File: config.mk
export PLATFORM = sky130hd
export DESIGN_NAME = http_request_line_parser_top
export DESIGN_NICKNAME = d
export VERILOG_FILES = /design/src/hw/rtl/hrlp_pkg.sv /design/src/hw/rtl/hrlp_method_match.sv /design/src/hw/rtl/hrlp_parser.sv /design/src/hw/rtl/hrlp_emit.sv /design/src/hw/rtl/http_request_line_parser_top.sv
export VERILOG_INCLUDE_DIRS = /design/src /design/src/hw/rtl
export SDC_FILE = /design/constraint.sdc
export NUM_CORES = 1
export LEC_CHECK = 0
export ABC_AREA = 1
export BUFFER_PORTS_ARGS = -buffer_cell sky130_fd_sc_hd__clkbuf_2
export CAP_MARGIN = 20
export CORE_UTILIZATION = 45
export CTS_CLUSTER_DIAMETER = 30
export DETAILED_ROUTE_END_ITERATION = 8
export PLACE_DENSITY = 0.59
export SLEW_MARGIN = 10
export SYNTH_ARGS = -nofsm -noshare
export SYNTH_HDL_FRONTEND = slang
export SYNTH_SLANG_ARGS = --single-unit
File: constraint.sdc
create_clock -name clk -period 7.4 [get_ports clk]
set_input_delay 0.37 -clock clk [delete_from_list [all_inputs] [get_ports clk]]
set_output_delay 0.37 -clock clk [all_outputs]
set_load 0.005 [all_outputs]
File: src/hw/rtl/assert_macros.svh
// assertion macros shared by the rtl files of the request line parser
// expects clk and arst_n in the scope where a macro is used
`ifndef ASSERT_MACROS_SVH
`define ASSERT_MACROS_SVH

// same-cycle implication, checked outside reset
`define HRLP_ASSERT_IMP(name, pre, post) \
	name: assert property (@(posedge clk) disable iff (!arst_n) (pre) |-> (post)) \
		else $error("hrlp assertion failed");

// next-cycle implication, checked outside reset
`define HRLP_ASSERT_NXT(name, pre, post) \
	name: assert property (@(posedge clk) disable iff (!arst_n) (pre) |=> (post)) \
		else $error("hrlp assertion failed");

`endif

File: src/hw/rtl/hrlp_pkg.sv
// types, constants and helper functions of the request line parser
// no dependencies; imported by every module of the block
`timescale 1ns / 1ps
`default_nettype none

package hrlp_pkg;

	localparam int HEADER_BYTES = 1024;
	localparam int POS_W        = $clog2(HEADER_BYTES + 1);
	localparam int OFF_W        = 10;
	localparam int HLEN_W       = 11;
	localparam int NUM_METHODS  = 9;
	localparam int NAME_CHARS   = 7;

	localparam logic [7:0] CH_CR    = 8'h0D;
	localparam logic [7:0] CH_LF    = 8'h0A;
	localparam logic [7:0] CH_QMARK = 8'h3F;
	localparam logic [7:0] CH_SLASH = 8'h2F;
	localparam logic [7:0] CH_SPACE = 8'h20;
	localparam logic [7:0] CH_TAB   = 8'h09;

	localparam logic [2:0] ED_IDLE = 3'd0;
	localparam logic [2:0] ED_CR2  = 3'd3;
	localparam logic [2:0] ED_DONE = 3'd4;

	typedef enum logic [3:0] {
		M_GET     = 4'd0,
		M_POST    = 4'd1,
		M_HEAD    = 4'd2,
		M_PUT     = 4'd3,
		M_DELETE  = 4'd4,
		M_TRACE   = 4'd5,
		M_OPTIONS = 4'd6,
		M_CONNECT = 4'd7,
		M_PATCH   = 4'd8,
		M_UNKNOWN = 4'd9
	} method_t;

	typedef enum logic [2:0] {
		PH_METHOD = 3'd0,
		PH_SP1    = 3'd1,
		PH_URL    = 3'd2,
		PH_SP2    = 3'd3,
		PH_PROTO  = 3'd4,
		PH_REST   = 3'd5
	} phase_t;

	localparam logic [8*NAME_CHARS-1:0] METHOD_STR [NUM_METHODS] = '{
		"GET", "POST", "HEAD", "PUT", "DELETE", "TRACE", "OPTIONS", "CONNECT", "PATCH"
	};
	localparam logic [2:0] METHOD_LEN [NUM_METHODS] = '{
		3'd3, 3'd4, 3'd4, 3'd3, 3'd6, 3'd5, 3'd7, 3'd7, 3'd5
	};

	typedef struct packed {
		logic [NUM_METHODS-1:0] alive;
		logic                   found;
		method_t                idx;
	} hrlp_match_t;

	typedef struct packed {
		logic               ovf;
		method_t            method;
		phase_t             phase;
		logic [OFF_W-1:0]   url_begin;
		logic [POS_W-1:0]   url_len;
		logic               slash;
		logic               qseen;
		logic [POS_W-1:0]   qoff;
		logic [OFF_W-1:0]   proto_begin;
		logic [POS_W-1:0]   proto_len;
		logic [HLEN_W-1:0]  hlen;
	} hrlp_snap_t;

	function automatic logic is_ws(input logic [7:0] b);
		return (b == CH_SPACE) || (b >= CH_TAB && b <= CH_CR);
	endfunction

	function automatic logic [7:0] method_char(input int unsigned idx, input logic [2:0] pos);
		int sh;
		sh = 8 * (int'(METHOD_LEN[idx]) - 1 - int'(pos));
		if (sh < 0) begin
			return 8'h00;
		end
		return METHOD_STR[idx][sh +: 8];
	endfunction

endpackage

`default_nettype wire

File: src/hw/rtl/hrlp_method_match.sv
// method name matcher: narrows the candidate set by one byte
// uses hrlp_pkg for the name table
`timescale 1ns / 1ps
`default_nettype none

module hrlp_method_match (
	input  logic [hrlp_pkg::NUM_METHODS-1:0] cand,
	input  logic                             pos_ok,
	input  logic [2:0]                       pos,
	input  logic [7:0]                       rx_byte,
	output hrlp_pkg::hrlp_match_t            mt
);
	import hrlp_pkg::*;

	logic [NUM_METHODS-1:0] hit;
	logic [NUM_METHODS-1:0] last;

	always_comb begin
		for (int i = 0; i < NUM_METHODS; i++) begin
			hit[i]  = cand[i] && pos_ok && (pos < METHOD_LEN[i])
				&& (method_char(i, pos) == rx_byte);
			last[i] = hit[i] && (({1'b0, pos} + 4'd1) == {1'b0, METHOD_LEN[i]});
		end
	end

	// lowest index wins when several names complete
	always_comb begin
		mt.alive = hit;
		mt.found = |last;
		mt.idx   = M_UNKNOWN;
		for (int i = NUM_METHODS - 1; i >= 0; i--) begin
			if (last[i]) begin
				mt.idx = method_t'(4'(i));
			end
		end
	end

endmodule

`default_nettype wire

File: src/hw/rtl/hrlp_parser.sv
// per-byte parse state: position, phase, method, url and protocol tokens
// uses hrlp_pkg and hrlp_method_match
`timescale 1ns / 1ps
`default_nettype none

module hrlp_parser (
	input  logic                 clk,
	input  logic                 arst_n,
	input  logic                 take,
	input  logic [7:0]           rx_byte,
	output logic                 res,
	output hrlp_pkg::hrlp_snap_t snap
);
	import hrlp_pkg::*;

	logic [POS_W-1:0]       pos_q;
	phase_t                 phase_q, phase_n, eff_phase;
	logic [NUM_METHODS-1:0] cand_q, cand_n;
	method_t                method_q, method_n;
	logic [2:0]             ed_q, ed_n;
	logic [OFF_W-1:0]       url_begin_q, url_begin_n;
	logic [POS_W-1:0]       url_len_q, url_len_n;
	logic                   slash_q, slash_n;
	logic                   qseen_q, qseen_n;
	logic [POS_W-1:0]       qoff_q, qoff_n;
	logic [OFF_W-1:0]       proto_begin_q, proto_begin_n;
	logic [POS_W-1:0]       proto_len_q, proto_len_n;
	logic                   ws, scan, done, ovf;
	hrlp_match_t            mt;

	hrlp_method_match u_match (
		.cand    (cand_q),
		.pos_ok  (pos_q < POS_W'(8)),
		.pos     (pos_q[2:0]),
		.rx_byte (rx_byte),
		.mt      (mt)
	);

	assign ws = is_ws(rx_byte);

	// next state
	always_comb begin
		phase_n       = phase_q;
		cand_n        = cand_q;
		method_n      = method_q;
		url_begin_n   = url_begin_q;
		url_len_n     = url_len_q;
		slash_n       = slash_q;
		qseen_n       = qseen_q;
		qoff_n        = qoff_q;
		proto_begin_n = proto_begin_q;
		proto_len_n   = proto_len_q;
		eff_phase     = phase_q;
		scan          = 1'b0;

		case (ed_q)
			3'd1, ED_CR2: ed_n = (rx_byte == CH_LF) ? ed_q + 3'd1 : ED_IDLE;
			default:      ed_n = (rx_byte == CH_CR && ed_q < ED_CR2) ? ed_q + 3'd1 : ED_IDLE;
		endcase

		if (phase_q == PH_METHOD) begin
			cand_n = mt.alive;
			if (mt.found) begin
				method_n = mt.idx;
				phase_n  = PH_SP1;
			end else if (mt.alive == '0) begin
				method_n = M_UNKNOWN;
				scan     = 1'b1;
				if (pos_q == '0) begin
					eff_phase = PH_SP1;
				end else begin
					eff_phase   = PH_URL;
					url_begin_n = '0;
					url_len_n   = pos_q;
					slash_n     = 1'b0;
					qseen_n     = 1'b0;
					qoff_n      = '0;
				end
			end
		end else begin
			scan = 1'b1;
		end

		if (scan) begin
			phase_n = eff_phase;
			case (eff_phase)
				PH_SP1: begin
					if (!ws) begin
						url_begin_n = OFF_W'(pos_q);
						url_len_n   = POS_W'(1);
						qseen_n     = (rx_byte == CH_QMARK);
						qoff_n      = '0;
						slash_n     = (rx_byte == CH_SLASH);
						phase_n     = PH_URL;
					end
				end
				PH_URL: begin
					if (ws) begin
						phase_n = PH_SP2;
					end else begin
						if (rx_byte == CH_QMARK && !qseen_n) begin
							qseen_n = 1'b1;
							qoff_n  = url_len_n;
						end
						url_len_n = url_len_n + POS_W'(1);
					end
				end
				PH_SP2: begin
					if (!ws) begin
						proto_begin_n = OFF_W'(pos_q);
						proto_len_n   = POS_W'(1);
						phase_n       = PH_PROTO;
					end
				end
				PH_PROTO: begin
					if (ws) begin
						phase_n = PH_REST;
					end else begin
						proto_len_n = proto_len_n + POS_W'(1);
					end
				end
				default: ;
			endcase
		end
	end

	// outputs
	always_comb begin
		ovf  = (pos_q >= POS_W'(HEADER_BYTES));
		done = (ed_n == ED_DONE);
		res  = ovf || done;

		snap.ovf         = ovf;
		snap.method      = method_n;
		snap.phase       = phase_n;
		snap.url_begin   = url_begin_n;
		snap.url_len     = url_len_n;
		snap.slash       = slash_n;
		snap.qseen       = qseen_n;
		snap.qoff        = qoff_n;
		snap.proto_begin = proto_begin_n;
		snap.proto_len   = proto_len_n;
		snap.hlen        = HLEN_W'(pos_q + POS_W'(1));
	end

	always_ff @(posedge clk or negedge arst_n) begin
		if (!arst_n) begin
			pos_q         <= '0;
			phase_q       <= PH_METHOD;
			cand_q        <= '1;
			method_q      <= M_UNKNOWN;
			ed_q          <= ED_IDLE;
			url_begin_q   <= '0;
			url_len_q     <= '0;
			slash_q       <= 1'b0;
			qseen_q       <= 1'b0;
			qoff_q        <= '0;
			proto_begin_q <= '0;
			proto_len_q   <= '0;
		end else if (take) begin
			if (res) begin
				pos_q         <= '0;
				phase_q       <= PH_METHOD;
				cand_q        <= '1;
				method_q      <= M_UNKNOWN;
				ed_q          <= ED_IDLE;
				url_begin_q   <= '0;
				url_len_q     <= '0;
				slash_q       <= 1'b0;
				qseen_q       <= 1'b0;
				qoff_q        <= '0;
				proto_begin_q <= '0;
				proto_len_q   <= '0;
			end else begin
				pos_q         <= pos_q + POS_W'(1);
				phase_q       <= phase_n;
				cand_q        <= cand_n;
				method_q      <= method_n;
				ed_q          <= ed_n;
				url_begin_q   <= url_begin_n;
				url_len_q     <= url_len_n;
				slash_q       <= slash_n;
				qseen_q       <= qseen_n;
				qoff_q        <= qoff_n;
				proto_begin_q <= proto_begin_n;
				proto_len_q   <= proto_len_n;
			end
		end
	end

endmodule

`default_nettype wire

File: src/hw/rtl/hrlp_emit.sv
// result formatter: query split, slash strip and the output register
// uses hrlp_pkg for the snapshot type
`timescale 1ns / 1ps
`default_nettype none

module hrlp_emit (
	input  logic                           clk,
	input  logic                           arst_n,
	input  logic                           valid_s1,
	input  hrlp_pkg::hrlp_snap_t           snap_s1,
	input  logic                           out_stall,
	output logic                           s1_move,
	output logic                           out_valid,
	output logic [3:0]                     method,
	output logic [hrlp_pkg::OFF_W-1:0]     path_start,
	output logic [hrlp_pkg::OFF_W-1:0]     path_len,
	output logic                           root_request,
	output logic                           has_query,
	output logic [hrlp_pkg::OFF_W-1:0]     query_start,
	output logic [hrlp_pkg::OFF_W-1:0]     query_len,
	output logic [hrlp_pkg::OFF_W-1:0]     proto_start,
	output logic [hrlp_pkg::OFF_W-1:0]     proto_len,
	output logic [hrlp_pkg::HLEN_W-1:0]    header_len,
	output logic                           overflow
);
	import hrlp_pkg::*;

	logic [OFF_W-1:0]  ub, ps, qs, prs;
	logic [POS_W-1:0]  ul, pl, ql, prl;
	logic [POS_W:0]    qend;
	logic              slash, root, hq, split_m, strip_m, no_url;

	logic              out_valid_q;
	logic [3:0]        method_q;
	logic [OFF_W-1:0]  path_start_q, path_len_q, query_start_q, query_len_q;
	logic [OFF_W-1:0]  proto_start_q, proto_len_q;
	logic              root_q, hq_q, ovf_q;
	logic [HLEN_W-1:0] hlen_q;

	always_comb begin
		no_url  = (snap_s1.phase == PH_SP1);
		ub      = no_url ? OFF_W'(snap_s1.hlen) : snap_s1.url_begin;
		ul      = no_url ? '0 : snap_s1.url_len;
		slash   = no_url ? 1'b0 : snap_s1.slash;
		if (snap_s1.phase == PH_SP1 || snap_s1.phase == PH_SP2) begin
			prs = OFF_W'(snap_s1.hlen);
			prl = '0;
		end else begin
			prs = snap_s1.proto_begin;
			prl = snap_s1.proto_len;
		end

		split_m = (snap_s1.method == M_GET) || (snap_s1.method == M_UNKNOWN);
		strip_m = split_m || (snap_s1.method == M_POST);
		qend    = {1'b0, snap_s1.qoff} + (POS_W+1)'(1);

		ps   = ub;
		pl   = ul;
		hq   = 1'b0;
		qs   = '0;
		ql   = '0;
		root = 1'b0;
		if (split_m && snap_s1.qseen && !no_url) begin
			if (qend < {1'b0, ul}) begin
				hq = 1'b1;
				qs = ub + OFF_W'(qend);
				ql = ul - POS_W'(qend);
			end
			pl = snap_s1.qoff;
		end
		if (strip_m && slash) begin
			if (pl == POS_W'(1)) begin
				root = 1'b1;
				ps   = ub + OFF_W'(1);
				pl   = '0;
			end else if (pl > POS_W'(1)) begin
				ps = ub + OFF_W'(1);
				pl = pl - POS_W'(1);
			end
		end
	end

	assign s1_move = !out_valid_q || !out_stall;

	always_ff @(posedge clk or negedge arst_n) begin
		if (!arst_n) begin
			out_valid_q <= 1'b0;
		end else if (s1_move) begin
			out_valid_q <= valid_s1;
		end
	end

	always_ff @(posedge clk) begin
		if (s1_move && valid_s1) begin
			if (snap_s1.ovf) begin
				method_q      <= '0;
				path_start_q  <= '0;
				path_len_q    <= '0;
				root_q        <= 1'b0;
				hq_q          <= 1'b0;
				query_start_q <= '0;
				query_len_q   <= '0;
				proto_start_q <= '0;
				proto_len_q   <= '0;
				hlen_q        <= '0;
				ovf_q         <= 1'b1;
			end else begin
				method_q      <= snap_s1.method;
				path_start_q  <= ps;
				path_len_q    <= OFF_W'(pl);
				root_q        <= root;
				hq_q          <= hq;
				query_start_q <= qs;
				query_len_q   <= OFF_W'(ql);
				proto_start_q <= prs;
				proto_len_q   <= OFF_W'(prl);
				hlen_q        <= snap_s1.hlen;
				ovf_q         <= 1'b0;
			end
		end
	end

	assign out_valid    = out_valid_q;
	assign method       = method_q;
	assign path_start   = path_start_q;
	assign path_len     = path_len_q;
	assign root_request = root_q;
	assign has_query    = hq_q;
	assign query_start  = query_start_q;
	assign query_len    = query_len_q;
	assign proto_start  = proto_start_q;
	assign proto_len    = proto_len_q;
	assign header_len   = hlen_q;
	assign overflow     = ovf_q;

endmodule

`default_nettype wire

File: src/hw/rtl/http_request_line_parser_top.sv
// channel  | handshake            | payload
// input    | in_valid / in_stall  | rx_byte
// output   | out_valid / out_stall| method .. overflow
//
// one byte per cycle while in_stall is low; the result for the byte that ends the header
// is registered first in the result snapshot stage and then in the formatter output register
// reset clears the parse state, the snapshot valid flag and the output valid
// in_stall rises only while a result waits in the snapshot stage behind a stalled output
// top level of the request line parser; uses hrlp_pkg, hrlp_parser, hrlp_emit
`timescale 1ns / 1ps
`default_nettype none
`include "assert_macros.svh"

module http_request_line_parser_top (
	input  logic                        clk,
	input  logic                        arst_n,
	input  logic                        in_valid,
	output logic                        in_stall,
	input  logic [7:0]                  rx_byte,
	output logic                        out_valid,
	input  logic                        out_stall,
	output logic [3:0]                  method,
	output logic [hrlp_pkg::OFF_W-1:0]  path_start,
	output logic [hrlp_pkg::OFF_W-1:0]  path_len,
	output logic                        root_request,
	output logic                        has_query,
	output logic [hrlp_pkg::OFF_W-1:0]  query_start,
	output logic [hrlp_pkg::OFF_W-1:0]  query_len,
	output logic [hrlp_pkg::OFF_W-1:0]  proto_start,
	output logic [hrlp_pkg::OFF_W-1:0]  proto_len,
	output logic [hrlp_pkg::HLEN_W-1:0] header_len,
	output logic                        overflow
);
	import hrlp_pkg::*;

	logic       take, res, s1_move, valid_s1;
	hrlp_snap_t snap, snap_s1;

	assign in_stall = valid_s1 && !s1_move;
	assign take     = in_valid && !in_stall;

	hrlp_parser u_parser (
		.clk     (clk),
		.arst_n  (arst_n),
		.take    (take),
		.rx_byte (rx_byte),
		.res     (res),
		.snap    (snap)
	);

	always_ff @(posedge clk or negedge arst_n) begin
		if (!arst_n) begin
			valid_s1 <= 1'b0;
		end else if (take && res) begin
			valid_s1 <= 1'b1;
		end else if (s1_move) begin
			valid_s1 <= 1'b0;
		end
	end

	always_ff @(posedge clk) begin
		if (take && res) begin
			snap_s1 <= snap;
		end
	end

	hrlp_emit u_emit (
		.clk          (clk),
		.arst_n       (arst_n),
		.valid_s1     (valid_s1),
		.snap_s1      (snap_s1),
		.out_stall    (out_stall),
		.s1_move      (s1_move),
		.out_valid    (out_valid),
		.method       (method),
		.path_start   (path_start),
		.path_len     (path_len),
		.root_request (root_request),
		.has_query    (has_query),
		.query_start  (query_start),
		.query_len    (query_len),
		.proto_start  (proto_start),
		.proto_len    (proto_len),
		.header_len   (header_len),
		.overflow     (overflow)
	);

	`HRLP_ASSERT_IMP(a_ovf_clean, out_valid && overflow, header_len == '0 && method == '0)
	`HRLP_ASSERT_IMP(a_hlen_min, out_valid && !overflow, header_len >= HLEN_W'(4))
	`HRLP_ASSERT_IMP(a_root_empty, out_valid && root_request, path_len == '0)
	`HRLP_ASSERT_IMP(a_query_len, out_valid && has_query, query_len != '0)

endmodule

`default_nettype wire
==> results of run 1 <==
registers in the layout, indices dropped and copies added, names as in the netlist, 3 cells and up:
signal,count
u_emit.query_start,10
u_emit.proto_start,10
u_emit.path_start,10
u_parser.method_q,4
u_emit.proto_len,10
snap_s1,73
u_parser.ed_q,3
u_emit.query_len,10
u_emit.method,4
u_parser.url_begin_q,10
u_emit.path_len,10
u_parser.cand_q,9
u_parser.proto_begin_q,10
u_parser.proto_len_q,10
u_parser.pos_q,11
u_parser.qoff_q,11
u_emit.header_len,11
u_parser.url_len_q,11
u_parser.phase_q,3
cell type report:
| class | instances | area (um^2) |
|---|---|---|
| Clock buffer | 65 | 1510 |
| Tap cell | 396 | 495 |
| Multi-Input combinational cell | 1213 | 6410 |
| Inverter | 251 | 942 |
| Sequential cell | 237 | 6700 |
| Timing Repair Buffer | 101 | 536 |
| Fill cell | 2891 | 13900 |
| Clock inverter | 45 | 543 |
cells by family after synthesis:
logic type               Yosys count  synth area share (%)
AO/OA/AOI/OAI                    279                  12.0
adder cells (fa/ha/maj)           57                  5.08
AND/OR/NAND/NOR                  836                  25.0
buffers and inverters            310                  8.66
flip-flops                       237                  46.8
XOR/XNOR                          41                  2.51
cell usage in the layout (no fill, tap or decap), drive strengths merged, types with 3 or more instances in the layout:
master,synthesis,routed
o21bai,4,4
ha,55,55
clkinv,8,28
a21oi,57,57
nand3,131,131
dfstp,11,11
a211oi,12,12
nand2,406,406
o211ai,16,16
or2,11,11
inv,243,248
nand4,32,32
a22o,13,13
bufinv,0,9
buf,36,10
nor2,209,209
xnor2,6,6
clkinvlp,0,11
clkbuf,23,155
o22ai,8,8
o21a,15,15
xor2,35,35
edfxtp,151,151
o221ai,8,8
nor3,34,34
nand3b,6,6
dfrtp,75,75
nor4,3,3
o21ai,135,135
path summary, 6_finish.rpt:
check	end	depth (start not counted)	slack, ns	from
worst max-delay path	snap_s1[45]	21	1.53	u_parser.pos_q[2]
worst max register to register	snap_s1[45]	21	1.53	u_parser.pos_q[2]
min in group asynchronous	u_parser.qoff_q[3]	2	0.27	arst_n
max in group asynchronous	u_parser.proto_len_q[4]	3	5.93	arst_n
worst min register to register	u_parser.url_len_q[5]	2	0.48	u_parser.url_len_q[5]
worst min-delay path	u_emit.out_valid	3	0.04	out_stall
critical path: stages (launching register included):
cell	delay, ns
dfrtp_1	0.89
inv_2	0.36
ha_1	0.62
inv_2	0.20
nand2_2	0.18
inv_2	0.07
nand2_1	0.10
nand2_1	0.06
nand3_1	0.14
nor2_1	0.09
nand2_1	0.13
nand2_1	0.09
nor2_2	0.17
nand4_4	0.39
inv_2	0.40
nor2_2	0.10
inv_2	0.08
nand3_2	0.33
nand2_1	0.64
inv_1	0.21
a21oi_1	0.24
inv_1	0.07
report_power, final:
part	internal [uW]	total (uW)	switching, uW
clock network	1780	2620	839
logic	371	1310	938
registers	1550	1650	104
per-stage QoR:
step | area [um^2] | std cells | utilization [%] | setup WS [ns]
after floorplan | 14300 | 1760 | - | 1.74
after global placement | 15100 | 2197 | 48.6 | 1.67
after detailed placement | 15100 | 2197 | 48.6 | 1.59
after CTS | 17100 | 2308 | 55.3 | 1.57
after global routing | 17100 | 2308 | 55.3 | 1.13
final | 17100 | 2308 | 55.3 | 1.53
per-layer routing:
metal,up-vias,share of wire [%]
li1,6086,-
met1,5870,44
met2,385,48
met3,67,5.6
met4,0,2.4
met5,-,0
what timing repair did:
| action | 4_1_cts | 5_1_grt |
|---|---|---|
| gates resized for setup | 0 | 0 |
| hold endpoints to repair | 23 | 0 |
| hold buffers | 1 | 0 |
| setup endpoints to repair | 0 | 0 |
==> impl_metrics.yaml, run 1 <==
clock_network:
  post-cts-setup-buffer-count: 0
  path_clk_slew_ns: 0.04
  root_buffer: "clkbuf_16"
  htree_levels: 2
  cts_sinks: 237
  clkLatencyLatePin_ns: 0.62
  clockBufferDepth: 3
  cts_buffers: 58
  cts_tree: "built"
global_route:
  grt_pass1_vias: 11800
  grtUsageMet3_pct: 4.47
  grt_use_met1_pct: 33.8
  antenna_found_initial: 0
  grt_max_degree: 73
  met2_usage_pct: 43.7
  grt-ovfl-total: 0
  grt_pass1_wl_mm: 65.5
  grt.busiest_layer: "met2"
  track_usage_pct: 25.9
critical_path:
  arrival_ns: 6.20
  critical_path_class: "register to register"
  cp.required_ns: 7.73
  cp-start-kind: "register"
  critPathMaxFanout: 27
  cp-end-kind: "register"
placed_design:
  dpl.hpwl_mm: 29.8
  place.port_buffers: 91
  gp_congestion: 0.972
synth:
  synthTopCellsByCount: "nand2_1 (400), inv_1 (225), nor2_1 (195)"
  ys_warn_count: 0
  async_flop_share_pct: 36.3
  yosysMostFrequentCell: "nand2_1"
  synth_edf_count: 151
  yosys.area.top_type_share_pct: 31.7
  synth_top_area_cell: "edfxtp_1"
  syn_nets: 1829
  synth_cell_types: 56
  netlist_area_um2: 14300
  synthCells: 1760
  yosysSeqAreaShare_pct: 46.8
  ys_ff_latch: 237
  synth_flop_cell: "edfxtp_1"
  synth.avg_cell_area_um2: 8.14
  yosys-top-cells-area: "edfxtp_1 (32%), dfrtp_1 (13%), nand2_1 (10%)"
timing:
  timing_hold_violations_final: 0
  slew_violations: 0
  rsz0062_at_grt: "no"
  slew_headroom_pct: 34.8
  whs_ns: 0.0375
  setup-violations-final: 0
  tightest_slew_ns: 0.978
  fin_crit_ns: 5.87
  clock.fmax_mhz: 170
  fin_crit_sh_pct: 79.3
  fin_skew_ns: 0.0357
  tns_ns: 0
drt:
  wire_per_inst_um: 18.2
  wirelength_mm: 41.9
  drc: 0
  drt_iter0_markers: 945
  num_vias: 12400
  dr.pass1.iters: 6
  ant_nets: 0
  viasPerCell: 5.38
pwr:
  peakVddDrop_mv: 0.190
  total_power_uw: 5580
  cellPowerDensity_nw_per_um2: 326
  power_leakage_uw: 0.00780
floorplan:
  rows: 64
  start_util_pct: 46.2
  die_area_um2: 32600
  core_area_um2: 31000
  die_w_um: 180
  chipHeight_um: 180
  ios: 92
cells_and_area:
  layout.nets: 1931
  antennaDiodeCount: 0
  areaGrowthSynthToFinish_pct: 19.6
  drive_above_1_share_pct: 14.7
hold_path:
  hold_path_class: "input pin to register"
status:
  status: "finished clean"
run:
  cap_violations: 0
No activity file was read; power rests on OpenSTA's default activity.
==> inputs of run 2 (changes only) <==
- ABC_AREA: 1 -> 0
- PLACE_DENSITY: 0.59 -> 0.62
- clock period: 7.4 -> 5.16 ns (I/O delays scaled with it)
==> run 2 against run 1 <==
Non-clock buffer count rose by 42. Final cell count down 14%. Critical path type unchanged. Area after synthesis shrank 0.42%. Worst setup slack worse by 1.3 ns. Critical endpoint is now snap_s1[55]. Fmax rose by 20%.
==> impl_metrics.yaml, run 2 <==
status:
  status: "finished clean"
floorplan:
  ios: 92
  rows: 64
  core_area_um2: 30900
  die_w_um: 180
  die_area_um2: 32400
  start_util_pct: 46.2
  chipHeight_um: 180
placed_design:
  dpl.hpwl_mm: 27.6
  place.port_buffers: 91
  gp_congestion: 0.954
  place_ws_ns: 0.133
synth:
  synth_flop_cell: "edfxtp_1"
  yosys-top-cells-area: "edfxtp_1 (32%), dfrtp_1 (13%), ha_1 (4.8%)"
  yosysSeqAreaShare_pct: 47.0
  synth_edf_count: 151
  syn_nets: 1515
  yosys.area.top_type_share_pct: 31.8
  synthCells: 1446
  async_flop_share_pct: 36.3
  ys_warn_count: 0
  synth_cell_types: 94
  synth_top_area_cell: "edfxtp_1"
  ys_ff_latch: 237
  yosysMostFrequentCell: "nand2_1"
  synthTopCellsByCount: "nand2_1 (171), edfxtp_1 (151), nor2_1 (108)"
  synth.avg_cell_area_um2: 9.87
  netlist_area_um2: 14300
global_route:
  grt-ovfl-total: 0
  antenna_found_initial: 0
  track_usage_pct: 24.0
  grt_pass1_wl_mm: 62.2
  grt_pass1_vias: 11300
  grt_max_degree: 74
timing:
  timing_hold_violations_final: 0
  setup_ws_ns: 0.277
  whs_ns: 0.159
  fin_crit_sh_pct: 94.6
  slew_headroom_pct: 36.3
  fin_skew_ns: 0.0375
  tightest_slew_ns: 0.953
  setup-violations-final: 0
  clock.fmax_mhz: 205
  slew_violations: 0
  fin_crit_ns: 4.88
pwr:
  p_switching_uw: 1940
  p_clk_share_pct: 48.4
  peakVddDrop_mv: 0.265
  total_power_uw: 6690
  power_leakage_uw: 0.00701
  p_int_uw: 4750
  p_seq_share_pct: 32.7
  power_frac_comb_pct: 18.9
  cellPowerDensity_nw_per_um2: 393
  p_sw_share_pct: 29.0
cells_and_area:
  final_common_cell: "nand2_1"
  areaGrowthSynthToFinish_pct: 19.3
  largest_register: "snap_s1"
  largest_register_ffs: 73
  drive_above_1_share_pct: 17.9
  n_fill_cell: 2734
  layout.nets: 1618
  layout_common_cells: "nand2_1 (171), edfxtp_1 (151), nor2_1 (108)"
  antennaDiodeCount: 0
clock_network:
  htree_levels: 2
  path_clk_slew_ns: 0.05
  cts_buffers: 49
  clkLatencyLatePin_ns: 0.56
  clockBufferDepth: 3
  cts_tree: "built"
  cts_sinks: 237
  root_buffer: "clkbuf_16"
drt:
  num_vias: 11700
  wire_per_inst_um: 19.7
  drt_iter0_markers: 959
  dr.pass1.iters: 7
  ant_nets: 0
  drc: 0
  viasPerCell: 5.87
  wirelength_mm: 39.1
critical_path:
  critPathMaxFanout: 11
  critical_path_class: "register to register"
  arrival_ns: 5.16
  cp.required_ns: 5.44
  cp-end-kind: "register"
  cp-start-kind: "register"
run:
  cap_violations: 0
hold_path:
  hold_path_class: "input pin to async pin"
## run 2: cell families after synthesis
| family | after synthesis | synth area share [%] |
|---|---|---|
| AND/OR/NAND/NOR | 538 | 19.0 |
| AO/OA/AOI/OAI | 347 | 17.5 |
| flip-flops | 237 | 47.0 |
| buffers and inverters | 162 | 4.60 |
| XOR/XNOR | 69 | 4.24 |
| adder cells (fa/ha/maj) | 57 | 5.10 |
| multiplexers | 36 | 2.65 |
## run 2: what timing repair did
item,4_1_cts,5_1_grt
hold buffers,2,0
setup buffers,0,1
endpoints found under the setup margin,0,2
gates resized for setup,0,1
hold endpoints to repair,25,0
## run 2: final timing paths
check	to	depth (start not counted)	startpoint	slack (ns)
worst min-delay path	u_parser.proto_len_q[6]	2	arst_n	0.16
worst max register to register	snap_s1[55]	20	u_parser.pos_q[1]	0.28
min in group clk	u_parser.ed_q[1]	5	rx_byte[7]	0.30
worst max-delay path	snap_s1[55]	20	u_parser.pos_q[1]	0.28
max in group asynchronous	u_parser.pos_q[2]	3	arst_n	3.77
worst min register to register	u_emit.out_valid	1	valid_s1	0.47
## run 2: layer usage
layer / up-vias / wire [um] / track usage [%]
li1: 5509 / - / -
met1: 5593 / 17500 / 32.4
met2: 459 / 17900 / 38.8
met3: 93 / 2450 / 3.80
met4: 0 / 1230 / 9.54
met5: - / 0 / 0
## run 2: power by group through the flow
| stage | Clock [uW] | Combinational, uW | Sequential [uW] |
|---|---|---|---|
| 6_report | 3240 | 1260 | 2190 |
| 5_1_grt | 3390 | 1370 | 2190 |
| 4_1_cts | 3300 | 1240 | 2180 |
| 3_5_place_dp | 0 | 1230 | 2210 |
| 3_3_place_gp | 0 | 1230 | 2210 |
| 2_1_floorplan | 0 | 932 | 2150 |
## run 2: worst max-delay path: stages (launching register included)
cell and delay [ns]:
dfrtp_1 0.43, ha_1 0.20, inv_1 0.05, ha_1 0.38, buf_4 0.21, mux2i_2 0.30
xnor2_1 0.16, o22ai_1 0.11, a22oi_1 0.23, nor2_1 0.11, or4_4 0.61, nor3_1 0.16
a21oi_1 0.09, inv_1 0.09, ha_1 0.16, nand2_1 0.08, or4_4 0.51, a222oi_1 0.31
buf_4 0.19, and3_1 0.18, o32ai_2 0.08
## run 2: layout make-up
class	instances	area, um^2	area share (%)
multi-input combinational	1047	6940	40.8
sequential	237	6700	39.4
clock buffer	63	1360	8.01
timing repair buffer	143	866	5.09
tap	396	495	2.91
clock inverter	29	389	2.29
inverter	71	267	1.57
## run 2: through the flow
stage          instance area, um^2   TNS, ns  instances  utilization [%]
6_report                     17000         0       1986             55.1
5_1_grt                      17000  -0.00690       1986             55.1
4_1_cts                      17000         0       1985             55.0
3_5_place_dp                 15200         0       1891             49.3
3_3_place_gp                 15200         0       1891             49.3
2_1_floorplan                14300         0       1446                -
